[config.mk]
export PLATFORM = sky130hd
export DESIGN_NAME = tcw_cursor_step
export DESIGN_NICKNAME = d
export VERILOG_FILES = /design/src/tcw_pkg.sv /design/src/tcw_cursor_step.sv
export SDC_FILE = /design/constraint.sdc
export NUM_CORES = 1
export LEC_CHECK = 0
export BUFFER_PORTS_ARGS = -buffer_cell sky130_fd_sc_hd__buf_2
export CAP_MARGIN = 10
export CORE_UTILIZATION = 50
export DETAILED_ROUTE_END_ITERATION = 10
export PLACE_DENSITY = 0.89
export SYNTH_ARGS = -nofsm -noshare
export SYNTH_HDL_FRONTEND = slang
export SYNTH_SLANG_ARGS = --single-unit
[constraint.sdc]
create_clock -name vclk -period 1.53
set_input_delay 0.0765 -clock vclk [all_inputs]
set_output_delay 0.0765 -clock vclk [all_outputs]
set_load 0.02 [all_outputs]
[src/tcw_pkg.sv]
// ============================================================================
// tcw_pkg
// Types and constants shared by the text console writer core and its
// cursor step unit.
// ============================================================================
package tcw_pkg;

    // command codes
    localparam logic [1:0] CMD_PUT      = 2'd0;
    localparam logic [1:0] CMD_MOVE_PUT = 2'd1;
    localparam logic [1:0] CMD_CLEAR    = 2'd2;
    localparam logic [1:0] CMD_READ     = 2'd3;

    // character codes with special handling
    localparam logic [7:0] CH_SPACE     = 8'h20;
    localparam logic [7:0] CH_NEWLINE   = 8'h0A;
    localparam logic [7:0] CH_BACKSPACE = 8'h08;

    localparam logic [7:0] ATTR_RESET   = 8'd15;

    typedef struct packed {
        logic [1:0] cmd;
        logic [7:0] char_code;
        logic [6:0] column;
        logic [4:0] row;
    } t_cmd_item;

    typedef struct packed {
        logic [6:0] cursor_column;
        logic [4:0] cursor_row;
        logic [7:0] cell_char;
        logic [7:0] cell_attr;
        logic       scrolled;
    } t_result_item;

    typedef struct packed {
        logic wr_en;
        logic scroll;
    } t_step_flags;

endpackage

[src/tcw_cursor_step.sv]
// ============================================================================
// tcw_cursor_step
// Works out, for one character at a given cursor position, which cell is
// written, the new cursor and whether the screen has to scroll.
// ============================================================================
module tcw_cursor_step #(
    parameter int COLUMNS = 80,
    parameter int ROWS    = 25
) (
    input  logic [$clog2(COLUMNS)-1:0] i_col,
    input  logic [$clog2(ROWS)-1:0]    i_row,
    input  logic [7:0]                 i_char,
    output logic [$clog2(COLUMNS)-1:0] o_col,
    output logic [$clog2(ROWS)-1:0]    o_row,
    output logic [$clog2(COLUMNS)-1:0] o_wr_col,
    output logic [$clog2(ROWS)-1:0]    o_wr_row,
    output logic [7:0]                 o_wr_char,
    output tcw_pkg::t_step_flags       o_flags
);
    import tcw_pkg::*;

    localparam int CW = $clog2(COLUMNS);
    localparam int RW = $clog2(ROWS);

    logic last_col;
    logic last_row;

    assign last_col = (i_col == CW'(COLUMNS - 1));
    assign last_row = (i_row == RW'(ROWS - 1));

    always_comb begin
        o_col          = i_col;
        o_row          = i_row;
        o_wr_col       = i_col;
        o_wr_row       = i_row;
        o_wr_char      = i_char;
        o_flags.wr_en  = 1'b0;
        o_flags.scroll = 1'b0;
        if (i_char == CH_NEWLINE) begin
            o_col = '0;
            if (last_row) begin
                o_flags.scroll = 1'b1;
            end else begin
                o_row = i_row + RW'(1);
            end
        end else if (i_char == CH_BACKSPACE) begin
            // at the origin nothing changes
            if (i_col != '0) begin
                o_col         = i_col - CW'(1);
                o_flags.wr_en = 1'b1;
            end else if (i_row != '0) begin
                o_col         = CW'(COLUMNS - 1);
                o_row         = i_row - RW'(1);
                o_flags.wr_en = 1'b1;
            end
            o_wr_col  = o_col;
            o_wr_row  = o_row;
            o_wr_char = CH_SPACE;
        end else begin
            o_flags.wr_en = 1'b1;
            if (last_col) begin
                o_col = '0;
                if (last_row) begin
                    o_flags.scroll = 1'b1;
                end else begin
                    o_row = i_row + RW'(1);
                end
            end else begin
                o_col = i_col + CW'(1);
            end
        end
    end

endmodule

==> summary.txt, run 1 <==
synthesis warning total = 0
post-synthesis xor/xnor area fraction = 2.33%
Stop Error = [ERROR DPL-0038] Utilization greater than 100%, impossible to legalize
combinational family with the most area after synthesis = compound AO/OA/AOI/OAI gates
last stage reached = clock tree synthesis (4_1_cts)
total nets after synthesis = 190
Die H = 49.5 um
number of buffers inserted by post-CTS setup repair = 7
routability-driven placement congestion ratio = 1.07
starting density of the core = 55.2%
count of standard-cell rows = 16
proportion of synthesized area in mux cells = 3.22%
post-synthesis compound-gate area fraction = 38.6%
post-synthesis share of cell area spent on full adders, half adders and majority gates = 6.66%
horizontal die dimension = 49.5 um
post-cts hold buffer count = 0
unique cell type count in the Yosys netlist = 58
outcome = aborted with a tool error
port buffer count = 54
number of instances resized during post-cts repair = 88
Post-Syn Instances = 164
basic-gate share of the synthesized area counting and, or, nand and nor cells = 37.6%
Final HPWL DP = 4260 um
share of the yosys chip area belonging to registers = 0%
Top Ports = 54
area of the mapped netlist = 0.00113 mm^2
average cell area after synthesis = 6.87 um^2
[cell usage after synthesis, types with 2 or more instances]
library cell  number  area [um^2]
o211ai_1           4         30.0
a32oi_1            3         26.3
ha_1               6         75.1
and2_1             2         12.5
o21ai_0           14         70.1
or4_4              2         22.5
nor2b_1            3         18.8
o21a_1             2         15.0
inv_1             10         37.5
buf_4              3         22.5
a21o_1             2         15.0
nor3b_1            2         15.0
nand2b_1           5         31.3
nand3_1           12         60.1
buf_6              2         22.5
nor2_1            10         37.5
clkbuf_1           6         22.5
or4_1              2         15.0
a31o_2             2         17.5
xnor2_1            3         26.3
a21oi_1            9         45.0
a41oi_1            2         17.5
o22ai_1            4         25.0
nor3_4             2         32.5
a31oi_1            7         43.8
and3_1             3         18.8
nor3_1             3         15.0
nor4_1             2         12.5
nand2_1            8         30.0
[cells by family after synthesis]
family                   Yosys count
XOR/XNOR                           3
buffers and inverters             24
AND/OR/NAND/NOR                   65
multiplexers                       3
AO/OA/AOI/OAI                     63
adder cells (fa/ha/maj)            6
[through the flow]
stage	hold slack (ns)	setup WS, ns	area, um^2	setup TNS, ns	instances
after floorplan	0.295	-0.0829	1200	-0.311	164
after detailed placement	0.412	-0.265	1840	-4.07	286
after global placement	0.403	-0.207	1840	-2.50	286
==> inputs of run 2 (changes only) <==
--- a/config.mk
+++ b/config.mk
@@ -7,9 +7,10 @@
 export LEC_CHECK = 0
 export BUFFER_PORTS_ARGS = -buffer_cell sky130_fd_sc_hd__buf_2
 export CAP_MARGIN = 10
-export CORE_UTILIZATION = 50
+export CORE_AREA = 2 2 63 65
 export DETAILED_ROUTE_END_ITERATION = 10
-export PLACE_DENSITY = 0.89
+export DIE_AREA = 0 0 65 67
+export PLACE_DENSITY_LB_ADDON = 0.15
 export SYNTH_ARGS = -nofsm -noshare
 export SYNTH_HDL_FRONTEND = slang
 export SYNTH_SLANG_ARGS = --single-unit
==> summary.txt, run 2 <==
count of standard-cell rows = 22
overall via count from detail_route = 1,736
Die H = 67 um
share of the yosys chip area belonging to registers = 0%
horizontal die dimension = 65 um
Min Clock Period, post-route = 1.71 ns
post-route core utilization = 64.2%
count leader, synth = o21ai_0
Hold Vio Cnt, Final = 0
aggregate global routing overflow = 0
total global routing track utilization = 22.9%
maximum number of pins on one net before global-route repair = 11
Routed WL = 5070 um
core area = 0.00361 mm^2
Worst setup startpoint = i_char[5]
DR vias/cell = 5.46
Critical Path AT = 1.64 ns
outcome = finished with violations
wire length of the first global-routing pass = 8010 um
port buffer count = 54
most common cell after layout, fill and taps aside = buf_4
Int Pwr = 0.251 mW
number of sequential storage elements = 0
Max Fclk = 584 MHz
cell leakage power = 1.03 nW
Top Ports = 54
RSZ-0062 raised after global routing = yes
fraction of final layout cells with drive strength greater than 1 = 65.9%
Fin Hold WS = 0.405 ns
switching power = 0.273 mW
violated checks = negative setup slack
transition time at the pin with the least slew margin = 0.378 ns
average cell area after synthesis = 6.87 um^2
leading area contributor after synthesis = ha_1
Min-Delay Path Class = in -> out
post-cts hold buffer count = 0
number of violations reported at the end of detailed-routing iteration 0 = 95
Synth top cells by count = 14 x o21ai_0, 12 x nand3_1, 10 x inv_1, 10 x nor2_1, 9 x a21oi_1
number of global-route vias before repair = 1,763
Final HPWL DP = 3850 um
unique cell type count in the Yosys netlist = 58
# clk buffers = 0
placement-stage worst setup slack = -0.299 ns
max-cap violation count = 0
peak ir drop on the vdd network = 113 uV
Detailed Routing Iterations Pass 1 = 4
number of pins exceeding their max-slew limit in the final report = 0
Sequential Area = 0 um^2
starting density of the core = 31.3%
overall die area = 0.00436 mm^2
area share of the largest cell type after synthesis = 6.66%
total nets after synthesis = 190
area of the mapped netlist = 0.00113 mm^2
commonest non-fill, non-tap cells in the layout = 68 x buf_4, 25 x buf_2, 23 x buf_6
synth top area cells = ha_1 6.7%, o21ai_0 6.2%, nand3_1 5.3%
critical path capture point = o_row[3]
synthesis warning total = 0
total DRC errors in the routed layout = 0
Worst Setup Path Type = in -> out
power density normalized to cell area = 226 mW/mm^2
Cell Chain, Critical Path = buf_6 > or4_4 > nor3_4 > buf_6 > buf_8 > nand4b_1 > o221ai_2 > buf_4
final setup violation count = 25
Flop pwr share = 0%
antenna violations before repair = 0
antenna diode count = 0
final setup slack of the worst path = -0.183 ns
data required time at the worst endpoint = 1.45 ns
CP max stage cell = or4_4
largest fanout of any net on the critical path = 8
Detail Route Antenna Nets = 0
# nets final = 298
routability-driven placement congestion ratio = 0.828
per-cell routed wire length = 15.9 um
Post-Syn Instances = 164
kind of end point of the critical path = primary output
Top cell by count, worst path = buf_6
clock network fraction of total power = 0%
type of origin of the critical path = primary input
ratio of final minimum period to clock period = 112%
maximum cell stage delay along the critical path = 0.58 ns
worst max-slew margin expressed relative to the limit = 74.6%
Switching Fraction = 52.2%
relative area change from synthesis to final layout = 105%
combinational power share = 100.0%
[run 2: cell counts after synthesis]
No cell type changed its count.
[run 2: worst min-delay path by stage]
stage,slack [ns],start,cells past startpoint,end
final,0.41,i_char[0],2,o_wr_char[0]
after global routing,0.42,i_char[0],2,o_wr_char[0]
after CTS,0.40,i_char[6],2,o_wr_char[6]
after detailed placement,0.40,i_char[6],2,o_wr_char[6]
after global placement,0.40,i_char[7],2,o_wr_char[7]
after floorplan,0.30,i_row[0],1,o_wr_row[0]
[run 2: through the flow]
| stage | instance area, um^2 | TNS, ns | power [mW] | std cells |
|---|---|---|---|---|
| 5_1_grt | 2320 | -3.92 | 0.556 | 318 |
| 3_5_place_dp | 1870 | -5.06 | 0.427 | 308 |
| 4_1_cts | 2220 | -3.08 | 0.502 | 317 |
| 3_3_place_gp | 1870 | -4.11 | 0.418 | 308 |
| 6_report | 2320 | -2.71 | 0.524 | 318 |
| 2_1_floorplan | 1200 | -0.311 | 0.245 | 164 |
[run 2: layer usage]
metal	GRT usage, %	up-vias	wire length, um
met5	0	-	0
met4	3.46	0	54
met3	0.845	6	169
met2	46.5	45	2750
met1	26.6	833	2090
li1	-	852	-
[run 2: area by class of cell]
| cell class | count | area [um^2] |
|---|---|---|
| fill | 320 | 1290 |
| inverter | 10 | 37.5 |
| multi-input combinational | 140 | 1260 |
| tap | 48 | 60.1 |
| timing repair buffer | 120 | 960 |
[run 2: kinds of logic after synthesis]
family                   after synthesis  share of synthesized area, %
AO/OA/AOI/OAI                         63                          38.6
XOR/XNOR                               3                          2.33
adder cells (fa/ha/maj)                6                          6.66
buffers and inverters                 24                          11.5
multiplexers                           3                          3.22
AND/OR/NAND/NOR                       65                          37.6
[run 2: worst max-delay path, delay by kind of cell]
family                 cells  cell delay, ns
and+or+nand+nor            3            0.91
buffers and inverters      4            0.53
AOI/OAI and AO/OA          1            0.11
[run 2: what timing repair did]
item                                    4_1_cts  5_1_grt
endpoints found under the setup margin       26       26
resized for setup                            76       21
pin swaps                                    16       14
setup buffers                                10        1
[run 2: power groups by stage]
stage	sequential, mW	combinational [mW]	clock, mW
global route	0	0.556	0
CTS	0	0.502	0
global placement	0	0.418	0
finish	0	0.524	0
detailed placement	0	0.427	0
floorplan	0	0.245	0
(Power assumes the default switching activity.)
